**config.mk**
```make
export PLATFORM = sky130hd
export DESIGN_NAME = scrambled_opcode_dispatch_decoder
export DESIGN_NICKNAME = d
export VERILOG_FILES = /design/src/rtl/sod_pkg.sv /design/src/rtl/sod_datapath.sv /design/src/rtl/sod_ctrl.sv /design/src/rtl/scrambled_opcode_dispatch_decoder.sv
export SDC_FILE = /design/constraint.sdc
export NUM_CORES = 1
export LEC_CHECK = 0
export BUFFER_PORTS_ARGS = -buffer_cell sky130_fd_sc_hd__buf_2
export CAP_MARGIN = 20
export CORE_MARGIN = 8
export CORE_UTILIZATION = 41
export CTS_CLUSTER_DIAMETER = 50
export DETAILED_ROUTE_END_ITERATION = 10
export PLACE_DENSITY = 0.69
export SETUP_SLACK_MARGIN = 0.4
export SLEW_MARGIN = 20
export SYNTH_ARGS = -nofsm -noshare
export SYNTH_HDL_FRONTEND = slang
export SYNTH_SLANG_ARGS = --single-unit
```
**constraint.sdc**
```tcl
create_clock -name clk -period 6 [get_ports clk]
set_input_delay 0.6 -clock clk [delete_from_list [all_inputs] [get_ports clk]]
set_output_delay 0.6 -clock clk [all_outputs]
set_load 0.1 [all_outputs]
```
**src/rtl/sod_pkg.sv**
```systemverilog
// shared constants, types and the opcode table of the scrambled opcode dispatch decoder
`default_nettype none

package sod_pkg;

    localparam int unsigned SLOT_W  = 5;
    localparam int unsigned CLASS_W = 4;
    localparam int unsigned WORD_W  = 32;
    localparam int unsigned NUM_SLOTS   = 32;
    localparam int unsigned NUM_CLASSES = 13;

    localparam logic [WORD_W-1:0] LCG_MUL = 32'd1664525;
    localparam logic [WORD_W-1:0] LCG_ADD = 32'd1013904223;

    localparam logic [CLASS_W-1:0] CLASS_ILLEGAL = 4'd0;
    localparam logic [SLOT_W-1:0]  SLOT_LAST     = 5'd31;
    localparam logic [SLOT_W-1:0]  SHUFFLE_LAST  = 5'd1;
    localparam logic [SLOT_W-1:0]  MAP_LAST      = 5'(NUM_CLASSES - 1);

    // remainder unit: one dividend bit per cycle over the upper lcg bits
    localparam int unsigned DIV_W = 15;
    localparam logic [3:0]  DIV_STEPS = 4'(DIV_W);
    localparam logic [3:0]  DIV_STEP_LAST = 4'd1;

    // command bundle from the controller to the datapath
    typedef struct packed {
        logic take;      // request accepted this cycle
        logic cnt_clr;
        logic cnt_inc;
        logic init_wr;   // identity / illegal sweep write
        logic lcg_load;  // lcg from seed, shuffle index to top
        logic lcg_mul;
        logic lcg_add;   // also starts the remainder unit
        logic mod_step;
        logic rd_i;
        logic rd_j;
        logic wr_i;
        logic wr_j;
        logic map_rd;
        logic map_wr;
        logic result;    // load output register and halt flag
    } sod_cmd_t;

    // status bundle from the datapath to the controller
    typedef struct packed {
        logic sweep_last;
        logic mod_last;
        logic shuffle_last;
        logic map_last;
        logic out_free;
    } sod_sts_t;

    // real opcode of each handler class, indexed by class minus one
    function automatic logic [SLOT_W-1:0] opcode_of_class(input logic [CLASS_W-1:0] k);
        logic [SLOT_W-1:0] op;
        unique case (k)
            4'd0:    op = 5'h00;
            4'd1:    op = 5'h03;
            4'd2:    op = 5'h04;
            4'd3:    op = 5'h05;
            4'd4:    op = 5'h06;
            4'd5:    op = 5'h08;
            4'd6:    op = 5'h0C;
            4'd7:    op = 5'h0D;
            4'd8:    op = 5'h0E;
            4'd9:    op = 5'h18;
            4'd10:   op = 5'h19;
            4'd11:   op = 5'h1B;
            4'd12:   op = 5'h1C;
            default: op = 5'h00;
        endcase
        return op;
    endfunction

endpackage

`default_nettype wire

```
**src/rtl/sod_datapath.sv**
```systemverilog
// datapath: seed and lcg, remainder unit, permutation and slot class memories, output register
`default_nettype none

module sod_datapath (
    input  wire logic                          clk,
    input  wire logic                          rst_n,
    input  wire logic                          cfg_we,
    input  wire logic [sod_pkg::WORD_W-1:0]    cfg_wdata,
    input  wire logic [sod_pkg::WORD_W-1:0]    instr_word,
    input  wire logic                          out_ready,
    input  wire sod_pkg::sod_cmd_t             cmd,
    output sod_pkg::sod_sts_t                  sts,
    output logic                               out_valid,
    output logic [sod_pkg::SLOT_W-1:0]         slot,
    output logic [sod_pkg::CLASS_W-1:0]        handler_class,
    output logic                               halted
);
    import sod_pkg::*;

    logic [WORD_W-1:0]  seed_reg;
    logic [WORD_W-1:0]  lcg_reg;
    logic [WORD_W-1:0]  prod_reg;
    logic [WORD_W-1:0]  lcg_sum;
    logic [SLOT_W-1:0]  i_reg;
    logic [SLOT_W-1:0]  cnt_reg;
    logic [DIV_W-1:0]   div_reg;
    logic [SLOT_W-1:0]  rem_reg;
    logic [3:0]         mod_cnt_reg;
    logic [SLOT_W:0]    mod_trial;
    logic [SLOT_W:0]    mod_divisor;
    logic [SLOT_W-1:0]  rem_next;
    logic [SLOT_W-1:0]  slot_reg;
    logic [SLOT_W-1:0]  pi_reg;
    logic               halt_reg;
    logic               out_valid_reg;
    logic [SLOT_W-1:0]  out_slot_reg;
    logic [CLASS_W-1:0] out_class_reg;
    logic               out_halted_reg;

    logic [SLOT_W-1:0]  perm_mem [NUM_SLOTS];
    logic [CLASS_W-1:0] class_mem [NUM_SLOTS];
    logic [SLOT_W-1:0]  perm_raddr;
    logic [SLOT_W-1:0]  perm_rd_reg;
    logic               perm_we;
    logic [SLOT_W-1:0]  perm_waddr;
    logic [SLOT_W-1:0]  perm_wdata;
    logic               class_we;
    logic [SLOT_W-1:0]  class_waddr;
    logic [CLASS_W-1:0] class_wdata;
    logic [SLOT_W-1:0]  class_raddr;
    logic [CLASS_W-1:0] class_rd_reg;
    logic               class_is_illegal;

    // seed register
    always_ff @(posedge clk or negedge rst_n)
    begin
        if (!rst_n)
            seed_reg <= '0;
        else if (cfg_we)
            seed_reg <= cfg_wdata;
    end

    // lcg: multiply then add, one register between
    assign lcg_sum = prod_reg + LCG_ADD;

    always_ff @(posedge clk or negedge rst_n)
    begin
        if (!rst_n)
            lcg_reg <= '0;
        else if (cmd.lcg_load)
            lcg_reg <= seed_reg;
        else if (cmd.lcg_add)
            lcg_reg <= lcg_sum;
    end

    always_ff @(posedge clk)
    begin
        if (cmd.lcg_mul)
            prod_reg <= WORD_W'(lcg_reg * LCG_MUL);
    end

    // shuffle index and sweep counter
    always_ff @(posedge clk or negedge rst_n)
    begin
        if (!rst_n)
        begin
            i_reg   <= '0;
            cnt_reg <= '0;
        end
        else
        begin
            if (cmd.lcg_load)
                i_reg <= SLOT_LAST;
            else if (cmd.wr_j)
                i_reg <= i_reg - 1'b1;
            if (cmd.cnt_clr)
                cnt_reg <= '0;
            else if (cmd.cnt_inc)
                cnt_reg <= cnt_reg + 1'b1;
        end
    end

    // restoring remainder by i+1, one dividend bit per step
    assign mod_trial   = {rem_reg, div_reg[DIV_W-1]};
    assign mod_divisor = {1'b0, i_reg} + 1'b1;
    assign rem_next    = (mod_trial >= mod_divisor) ? SLOT_W'(mod_trial - mod_divisor)
                                                    : mod_trial[SLOT_W-1:0];

    always_ff @(posedge clk or negedge rst_n)
    begin
        if (!rst_n)
            mod_cnt_reg <= '0;
        else if (cmd.lcg_add)
            mod_cnt_reg <= DIV_STEPS;
        else if (cmd.mod_step)
            mod_cnt_reg <= mod_cnt_reg - 1'b1;
    end

    always_ff @(posedge clk)
    begin
        if (cmd.lcg_add)
        begin
            div_reg <= lcg_sum[WORD_W-1 -: DIV_W];
            rem_reg <= '0;
        end
        else if (cmd.mod_step)
        begin
            div_reg <= {div_reg[DIV_W-2:0], 1'b0};
            rem_reg <= rem_next;
        end
    end

    // permutation memory ports
    always_comb
    begin
        perm_raddr = cnt_reg;
        if (cmd.rd_i)
            perm_raddr = i_reg;
        else if (cmd.rd_j)
            perm_raddr = rem_reg;
        else if (cmd.map_rd)
            perm_raddr = opcode_of_class(cnt_reg[CLASS_W-1:0]);

        perm_we    = cmd.init_wr | cmd.wr_i | cmd.wr_j;
        perm_waddr = cnt_reg;
        perm_wdata = cnt_reg;
        if (cmd.wr_i)
        begin
            perm_waddr = i_reg;
            perm_wdata = perm_rd_reg;
        end
        else if (cmd.wr_j)
        begin
            perm_waddr = rem_reg;
            perm_wdata = pi_reg;
        end
    end

    always_ff @(posedge clk)
    begin
        if (perm_we)
            perm_mem[perm_waddr] <= perm_wdata;
        perm_rd_reg <= perm_mem[perm_raddr];
        if (cmd.rd_j)
            pi_reg <= perm_rd_reg;
    end

    // slot class memory ports
    always_comb
    begin
        class_we    = cmd.init_wr | cmd.map_wr;
        class_waddr = cmd.map_wr ? perm_rd_reg : cnt_reg;
        class_wdata = cmd.map_wr ? CLASS_W'(cnt_reg) + 1'b1 : CLASS_ILLEGAL;
        class_raddr = cmd.take ? instr_word[6:2] : slot_reg;
    end

    always_ff @(posedge clk)
    begin
        if (class_we)
            class_mem[class_waddr] <= class_wdata;
        class_rd_reg <= class_mem[class_raddr];
        if (cmd.take)
            slot_reg <= instr_word[6:2];
    end

    // sticky halt and output register
    assign class_is_illegal = (class_rd_reg == CLASS_ILLEGAL);

    always_ff @(posedge clk or negedge rst_n)
    begin
        if (!rst_n)
        begin
            halt_reg      <= 1'b0;
            out_valid_reg <= 1'b0;
        end
        else
        begin
            if (cmd.result)
            begin
                halt_reg      <= halt_reg | class_is_illegal;
                out_valid_reg <= 1'b1;
            end
            else if (out_ready)
                out_valid_reg <= 1'b0;
        end
    end

    always_ff @(posedge clk)
    begin
        if (cmd.result)
        begin
            out_slot_reg   <= slot_reg;
            out_class_reg  <= halt_reg ? CLASS_ILLEGAL : class_rd_reg;
            out_halted_reg <= halt_reg | class_is_illegal;
        end
    end

    // status to the controller
    always_comb
    begin
        sts.sweep_last   = (cnt_reg == SLOT_LAST);
        sts.map_last     = (cnt_reg == MAP_LAST);
        sts.shuffle_last = (i_reg == SHUFFLE_LAST);
        sts.mod_last     = (mod_cnt_reg == DIV_STEP_LAST);
        sts.out_free     = !out_valid_reg || out_ready;
    end

    assign out_valid     = out_valid_reg;
    assign slot          = out_slot_reg;
    assign handler_class = out_class_reg;
    assign halted        = out_halted_reg;

endmodule

`default_nettype wire

```
**src/rtl/sod_ctrl.sv**
```systemverilog
// controller: sequences the table build, the lookup and the result hand-off
`default_nettype none

module sod_ctrl (
    input  wire logic              clk,
    input  wire logic              rst_n,
    input  wire logic              in_valid,
    output logic                   in_ready,
    input  wire sod_pkg::sod_sts_t sts,
    output sod_pkg::sod_cmd_t      cmd
);
    import sod_pkg::*;

    typedef enum logic [12:0] {
        ST_IDLE    = 13'b0000000000001,
        ST_INIT    = 13'b0000000000010,
        ST_LCG_MUL = 13'b0000000000100,
        ST_LCG_ADD = 13'b0000000001000,
        ST_MOD     = 13'b0000000010000,
        ST_RD_I    = 13'b0000000100000,
        ST_RD_J    = 13'b0000001000000,
        ST_WR_I    = 13'b0000010000000,
        ST_WR_J    = 13'b0000100000000,
        ST_MAP_RD  = 13'b0001000000000,
        ST_MAP_WR  = 13'b0010000000000,
        ST_LOOK    = 13'b0100000000000,
        ST_RESULT  = 13'b1000000000000
    } sod_state_t;

    sod_state_t state_reg;
    sod_state_t state_next;
    logic       built_reg;
    logic       built_next;

    // state and build flag
    always_ff @(posedge clk or negedge rst_n)
    begin
        if (!rst_n)
        begin
            state_reg <= ST_IDLE;
            built_reg <= 1'b0;
        end
        else
        begin
            state_reg <= state_next;
            built_reg <= built_next;
        end
    end

    assign in_ready = (state_reg == ST_IDLE);

    // next state and commands
    always_comb
    begin
        state_next = state_reg;
        built_next = built_reg;
        cmd        = '0;
        unique case (state_reg)
            ST_IDLE:
            begin
                if (in_valid)
                begin
                    cmd.take = 1'b1;
                    if (built_reg)
                        state_next = ST_RESULT;
                    else
                    begin
                        cmd.cnt_clr  = 1'b1;
                        cmd.lcg_load = 1'b1;
                        state_next   = ST_INIT;
                    end
                end
            end
            ST_INIT:
            begin
                cmd.init_wr = 1'b1;
                cmd.cnt_inc = 1'b1;
                if (sts.sweep_last)
                    state_next = ST_LCG_MUL;
            end
            ST_LCG_MUL:
            begin
                cmd.lcg_mul = 1'b1;
                state_next  = ST_LCG_ADD;
            end
            ST_LCG_ADD:
            begin
                cmd.lcg_add = 1'b1;
                state_next  = ST_MOD;
            end
            ST_MOD:
            begin
                cmd.mod_step = 1'b1;
                if (sts.mod_last)
                    state_next = ST_RD_I;
            end
            ST_RD_I:
            begin
                cmd.rd_i   = 1'b1;
                state_next = ST_RD_J;
            end
            ST_RD_J:
            begin
                cmd.rd_j   = 1'b1;
                state_next = ST_WR_I;
            end
            ST_WR_I:
            begin
                cmd.wr_i   = 1'b1;
                state_next = ST_WR_J;
            end
            ST_WR_J:
            begin
                cmd.wr_j = 1'b1;
                if (sts.shuffle_last)
                begin
                    cmd.cnt_clr = 1'b1;
                    state_next  = ST_MAP_RD;
                end
                else
                    state_next = ST_LCG_MUL;
            end
            ST_MAP_RD:
            begin
                cmd.map_rd = 1'b1;
                state_next = ST_MAP_WR;
            end
            ST_MAP_WR:
            begin
                cmd.map_wr  = 1'b1;
                cmd.cnt_inc = 1'b1;
                if (sts.map_last)
                begin
                    built_next = 1'b1;
                    state_next = ST_LOOK;
                end
                else
                    state_next = ST_MAP_RD;
            end
            ST_LOOK:
            begin
                state_next = ST_RESULT;
            end
            ST_RESULT:
            begin
                if (sts.out_free)
                begin
                    cmd.result = 1'b1;
                    state_next = ST_IDLE;
                end
            end
            default:
            begin
                state_next = ST_IDLE;
            end
        endcase
    end

endmodule

`default_nettype wire

```
**src/rtl/scrambled_opcode_dispatch_decoder.sv**
```systemverilog
// top level of the scrambled opcode dispatch decoder
`default_nettype none

// Maps each instruction word to a handler class through a slot table that is
// scrambled by a seeded shuffle. The first request after reset triggers the table
// build, using the seed held at that moment: a sweep over all 32 slots that loads
// the identity permutation and marks every slot illegal, 31 shuffle rounds (lcg
// multiply, lcg add, bit-serial remainder over 15 dividend bits, two reads and two
// writes on the permutation memory), and a pass that writes the 13 classes into the
// slot table, then a lookup state that reads the slot table before the result is
// registered. Every later request is accepted in a cycle that also reads the slot
// table; the output register is loaded in the result state, once the output is
// free. A new request is taken while the previous result still waits in the
// output register. Meeting an illegal slot sets a sticky halt: from then on every
// request returns class illegal with halted set. A seed written after the first
// request has no effect on the table, and reset clears the seed register to zero.
module scrambled_opcode_dispatch_decoder (
    input  wire logic                          clk,
    input  wire logic                          rst_n,
    input  wire logic                          cfg_we,
    input  wire logic [sod_pkg::WORD_W-1:0]    cfg_wdata,
    input  wire logic                          in_valid,
    output logic                               in_ready,
    input  wire logic [sod_pkg::WORD_W-1:0]    instr_word,
    output logic                               out_valid,
    input  wire logic                          out_ready,
    output logic [sod_pkg::SLOT_W-1:0]         slot,
    output logic [sod_pkg::CLASS_W-1:0]        handler_class,
    output logic                               halted
);
    import sod_pkg::*;

    sod_cmd_t cmd;
    sod_sts_t sts;

    // sequencing
    sod_ctrl u_ctrl (
        .clk      (clk),
        .rst_n    (rst_n),
        .in_valid (in_valid),
        .in_ready (in_ready),
        .sts      (sts),
        .cmd      (cmd)
    );

    // tables, arithmetic and output register
    sod_datapath u_datapath (
        .clk           (clk),
        .rst_n         (rst_n),
        .cfg_we        (cfg_we),
        .cfg_wdata     (cfg_wdata),
        .instr_word    (instr_word),
        .out_ready     (out_ready),
        .cmd           (cmd),
        .sts           (sts),
        .out_valid     (out_valid),
        .slot          (slot),
        .handler_class (handler_class),
        .halted        (halted)
    );

endmodule

`default_nettype wire
```
==> flow_summary.toml, run 1 <==
[outcome]
status = "finished clean"

[global_route]
grt_usage = 0.161
grt.overflow.total = 0
grt_pass1_vias = 17800
grt_max_degree = 81
antenna_found_initial = 1
grt_pass1_wl_um = 96000

[clocking]
clk_latency_ps = 600
h-tree-depth = 2
clk_root_buffer_cell = "clkbuf_16"
cts_tree = "yes"
clockBufferDepth = 3
path_clk_slew_ps = 60
numCtsBuffers = 48
clock-sinks = 463

[synth]
yosysTopAreaCell = "edfxtp_1"
synth_common_cells = "350 x edfxtp_1, 274 x inv_1, 261 x nand2_1"
postSynthAreaPerCell_um2 = 11.8
synthArstFlopShare = 0.203
synth_edf_count = 350
netlist_area_um2 = 26800
syn-num-nets = 2650
ys_warn_count = 0
synthAdderAreaFrac = 0.182
synth_cells = 2270
synthFlopType = "edfxtp_1"
synth.most_common_cell = "edfxtp_1"
yosys.area_share.xor_xnor = 0.0287
synth-seq-area-share = 0.494
muxShareOfSynthArea = 0.0657
synth_cell_types = 75
synthTopCellsByArea = "edfxtp_1 39%, fa_1 9.9%, dfrtp_1 8.7%, ha_1 8.4%, mux2i_1 4.3%"
yosysTopAreaCellShare = 0.392
synth_simple_gate_area_frac = 0.102
synth_top_family_by_area = "adder cells"
synth_compound_area_frac = 0.0758
yosys_register_bits = 463

[job]
maxCapViolations = 0

[worst_setup_path]
cp_common_cell = "fa_1"
end_kind = "register"
path_buf_inv = 5
crit_path_start_kind = "register"
crit_path_max_incr_delay_ps = 600
cp.required_ps = 6340
crit_chain = "buf_6 -> ha_4 -> ha_4 -> fa_1 -> inv_2 -> fa_1 -> inv_1 -> fa_1 -> inv_1 -> fa_1 -> inv_2 -> fa_1 -> ha_4 -> nand3_4 -> nor2_2 -> a211oi_2 -> a21bo_4 -> a211oi_4 -> o31ai_1 -> a21oi_1 -> xnor2_1"
path_delay_family = "adder cells"
crit_arrival_ps = 5850
critPathSlowestCell = "fa_1"
worst-setup-path-type = "reg2reg"
crit_fanout = 5

[sta]
finalClockSkew_ps = 27.4
finalMaxSlewViolations = 0
rsz0062_at_grt = "yes"
finalHoldViolCount = 0
min_period_ps = 5510
fin_crit_sh = 0.919
fin_tns_setup_ps = 0
setup_violations = 0
fmax_mhz = 181
worstMarginPinSlew_ps = 908
relSlewSlack = 0.392

[detailed_routing]
wl_um = 60100
vias = 17100
wl_per_cell_um = 18.5
drc = 0
vias_per_cell = 5.25
drt_iter0_drc = 1133
first_pass_iters = 5
final_antenna_net_count = 0

[place]
gp_congestion = 0.885
place_hpwl_um = 43600
port_buffers = 53

[die]
die_h_um = 272
die_area_um2 = 73800
die_width_um = 272
core_area_um2 = 64600
start_util = 0.415
num_rows = 93
ios = 81

[cells_and_area]
top_regs = "u_datapath.perm_mem (160), u_datapath.class_mem (128)"
final_nets = 2735
diodes = 0
synthToLayoutAreaGrowth_pct = 12.8
drive_gt1_frac = 0.133
top_register = "u_datapath.perm_mem"
largest_reg_flops = 160

[min_path]
min_path_type = "in2reg"
[metrics by stage]
| stage | cell area, um^2 | hold WS, ps | cells | setup slack [ps] | util |
|---|---|---|---|---|---|
| floorplan | 26800 | 304 | 2270 | 553 | - |
| global placement | 28200 | 411 | 3147 | 221 | 0.436 |
| detailed placement | 28200 | 424 | 3147 | 151 | 0.436 |
| CTS | 30000 | 212 | 3243 | 394 | 0.464 |
| global route | 30200 | 223 | 3250 | 284 | 0.468 |
| finish | 30200 | 249 | 3250 | 486 | 0.468 |
[cells in the final DEF (no fill, tap or decap), drive strengths merged, types with 6 or more instances in the layout]
| cell | instances |
|---|---|
| nor4b | 8 |
| a21oi | 68 |
| or4 | 8 |
| nand2b | 17 |
| o211ai | 7 |
| a21o | 26 |
| a311oi | 16 |
| nor3 | 17 |
| a22o | 11 |
| o21a | 7 |
| edfxtp | 350 |
| nand2 | 261 |
| xor2 | 28 |
| clkinv | 18 |
| nand3 | 56 |
| buf | 104 |
| nand3b | 13 |
| and3 | 14 |
| nor2b | 9 |
| or3 | 12 |
| o22ai | 16 |
| a21boi | 20 |
| nor4 | 6 |
| dfrtp | 93 |
| nor2 | 149 |
| o21ai | 49 |
| mux2i | 115 |
| a31oi | 10 |
| dfxtp | 19 |
| or2 | 6 |
| bufinv | 10 |
| a22oi | 10 |
| inv | 281 |
| clkbuf | 54 |
| a31o | 12 |
| a211oi | 22 |
| mux2 | 53 |
| fa | 132 |
| xnor2 | 60 |
| ha | 179 |
[path summary, 6_finish.rpt]
path,from,endpoint,slack [ps],cells past startpoint
worst max-delay path,u_datapath.lcg_reg[7],u_datapath.prod_reg[30],490,21
worst min-delay path,cfg_wdata[9],u_datapath.seed_reg[9],250,2
worst max register to register,u_datapath.lcg_reg[7],u_datapath.prod_reg[30],490,21
worst min register to register,u_datapath.slot_reg[3],u_datapath.slot[3],440,0
max in group asynchronous,rst_n,u_datapath.lcg_reg[4],4200,3
min in group asynchronous,rst_n,u_datapath.lcg_reg[28],490,2
[cells by family after synthesis]
family | after synthesis
and+or+nand+nor | 593
DFF | 463
buffers and inverters | 345
adders and majority gates | 311
AOI/OAI and AO/OA | 302
muxes | 168
xor gates and xnor gates | 88
[layout make-up]
cell class | instances | area (um^2)
Multi-Input combinational cell | 1462 | 12500
Tap cell | 855 | 1070
Clock buffer | 54 | 1230
Fill cell | 5688 | 34300
Sequential cell | 463 | 13200
Clock inverter | 36 | 498
Timing Repair Buffer | 105 | 681
Inverter | 275 | 1030
[worst register-to-register path: stages, from the launching register on]
cell      delay (ps)
dfrtp_1          410
buf_6            130
ha_4             280
ha_4             210
fa_1             520
inv_2             40
fa_1             530
inv_1             50
fa_1             470
inv_1             50
fa_1             490
inv_2             40
fa_1             600
ha_4             240
nand3_4           80
nor2_2            50
a211oi_2         190
a21bo_4          290
a211oi_4         240
o31ai_1          100
a21oi_1          170
xnor2_1           90
[what timing repair did]
action,CTS,global route
endpoints found under the setup margin,8,9
gates resized for setup,10,39
hold buffers,1,0
endpoints found under the hold margin,29,0
buffers inserted,5,7
pin swaps,1,18
[layer usage]
metal | part of all wire | GRT usage | vias to the layer above
met5 | 0.00022 | 0 | -
met4 | 0.034 | 0.0575 | 2
met3 | 0.053 | 0.0279 | 125
met2 | 0.48 | 0.269 | 443
met1 | 0.44 | 0.209 | 8443
li1 | - | - | 8061
Power of run 1 is not shown: default switching activity piles up to over one toggle a cycle in this logic, so the estimate is an artifact.
==> run 2, diff against run 1 <==
CTS_BUF_LIST = sky130_fd_sc_hd__clkbuf_4   (was not set)
==> run 2 against run 1 <==
Net effect: non-clock buffer count is 34 higher; wire length is 1.5% higher; maximum frequency is 2.3% lower; register-to-register slack worse by 130 ps; hold slack worse by 130 ps; sequential share of layout area is 0.29 points lower; flip-flop and latch count stayed put; count of clock-buffer cells in the layout is 132 higher; setup slack worse by 130 ps; final area is 0.67% higher; core utilization is 0.31 points higher; via count is 3.3% higher; largest cell class unchanged; highest routed layer unchanged.
==> flow_summary.toml, run 2 (same netlist as run 1, synthesis figures left out) <==
[outcome]
status = "finished clean"

[sta]
fin_crit_sh = 0.941
setup_violations = 0
rsz0062_at_grt = "yes"
finalHoldViolCount = 0
fmax_mhz = 177
relSlewSlack = 0.397
fin_tns_setup_ps = 0
min_period_ps = 5650
finalClockSkew_ps = 61.6
worstMarginPinSlew_ps = 902
fin_ws_ps = 354
finalMaxSlewViolations = 0

[clocking]
path_clk_slew_ps = 70
clk_latency_ps = 870
numCtsBuffers = 112
clock-sinks = 463
clockBufferDepth = 3
clk_root_buffer_cell = "clkbuf_4"
cts_tree = "yes"
h-tree-depth = 3

[detailed_routing]
drc = 0
first_pass_iters = 5
vias = 17600
wl_per_cell_um = 17.9
wl_um = 61000
drt_iter0_drc = 1054
vias_per_cell = 5.18
final_antenna_net_count = 0

[cells_and_area]
fin_util = 0.471
final_cell_mix = "350 x edfxtp_1, 270 x inv_1, 261 x nand2_1"
largest_reg_flops = 160
top_register = "u_datapath.perm_mem"
stdcell_area_um2 = 30400
top_regs = "u_datapath.perm_mem (160), u_datapath.class_mem (128)"
final_common_cell = "edfxtp_1"
synthToLayoutAreaGrowth_pct = 13.5
final_nets = 2833
drive_gt1_frac = 0.177

[worst_setup_path]
path_buf_inv = 5
end_kind = "register"
cp_common_cell = "fa_1"
crit_path_max_incr_delay_ps = 550
crit_path_start_kind = "register"
worst-setup-path-type = "reg2reg"
r2r_start = "u_datapath.lcg_reg[7]"
crit_chain = "buf_6 -> ha_4 -> ha_4 -> fa_1 -> inv_2 -> fa_1 -> inv_2 -> fa_1 -> inv_2 -> fa_1 -> inv_2 -> fa_1 -> ha_4 -> nand3_1 -> nor3_1 -> a21bo_4 -> a21oi_4 -> a211oi_2 -> mux2i_1 -> a221oi_2"
path_delay_family = "adder cells"
cp.required_ps = 6560
startpoint = "u_datapath.lcg_reg[7]"
crit_fanout = 5
crit_arrival_ps = 6210
critPathSlowestCell = "fa_1"

[global_route]
grt_max_degree = 81
grt.overflow.total = 0
grt_pass1_vias = 18600
antenna_found_initial = 2
grt_pass1_wl_um = 98100
grt_usage = 0.164

[place]
gp_congestion = 0.885
port_buffers = 53
dpl_cell_area_um2 = 28200
place_ws_ps = 151
place_hpwl_um = 43600

[die]
ios = 81
num_rows = 93
start_util = 0.415
die_area_um2 = 73800
die_width_um = 272
die_h_um = 272
core_area_um2 = 64600

[min_path]
hp-start = "out_ready"
min_path_type = "in2reg"

[job]
maxCapViolations = 0
==> run 2: cell types whose count changed in the layout (fill, tap and decap cells not counted), sizes merged <==
| cell | delta |
|---|---|
| clkbuf | +132 |
| inv | -3 |
| clkinvlp | -1 |
| dlygate4sd3 | +34 |
| diode | +1 |
| clkinv | +1 |
| bufinv | -9 |
==> run 2: stage by stage <==
stage | cells | hold WS [ps]
3_3_place_gp | 3147 | 411
5_1_grt | 3405 | 60.7
2_1_floorplan | 2270 | 304
4_1_cts | 3397 | 22.3
6_report | 3405 | 122
3_5_place_dp | 3147 | 424
==> run 2: worst register-to-register path: cells and delay by family, from the launching register on <==
| kind | cells | cell delay, ps |
|---|---|---|
| compound gates | 4 | 620 |
| fa+ha+maj | 8 | 3390 |
| buf+inv | 5 | 300 |
| flops | 1 | 430 |
| mux | 1 | 290 |
| simple gates | 2 | 350 |
==> run 2: timing repair <==
| action | in CTS | in global routing |
|---|---|---|
| setup buffers | 5 | 7 |
| resized for setup | 12 | 46 |
| hold buffers | 35 | 0 |
| endpoints found under the setup margin | 8 | 9 |
| pin swaps | 2 | 24 |
| endpoints found under the hold margin | 63 | 0 |
==> run 2: path summary, 6_finish.rpt <==
path / slack [ps] / cells past startpoint / to
worst min register to register: 450 / 0 / u_datapath.slot[3]
worst max register to register: 350 / 20 / u_datapath.prod_reg[28]
max in group asynchronous: 4460 / 3 / u_datapath.lcg_reg[4]
min in group asynchronous: 260 / 2 / u_datapath.lcg_reg[20]
worst min-delay path: 120 / 3 / u_datapath.out_valid
worst max-delay path: 350 / 20 / u_datapath.prod_reg[28]
==> run 2: metal layers <==
layer / GRT usage / vias to the layer above / wire, um
li1: - / 8347 / -
met1: 0.209 / 8637 / 26300
met2: 0.271 / 518 / 29100
met3: 0.0334 / 132 / 3530
met4: 0.0712 / 2 / 2080
met5: 0 / - / 13
==> run 2: area by class of cell <==
| cell class | count | area (um^2) |
|---|---|---|
| fillers | 5702 | 34100 |
| flip-flops and latches | 463 | 13300 |
| multi-input cells | 1462 | 12500 |
| repair buffers | 139 | 1020 |
| diodes | 1 | 2.50 |
| well taps | 855 | 1070 |
| clock inverters | 24 | 161 |
| clock buffers | 186 | 1400 |
| inverters | 275 | 1030 |
Power of run 2 is left out for the same reason.
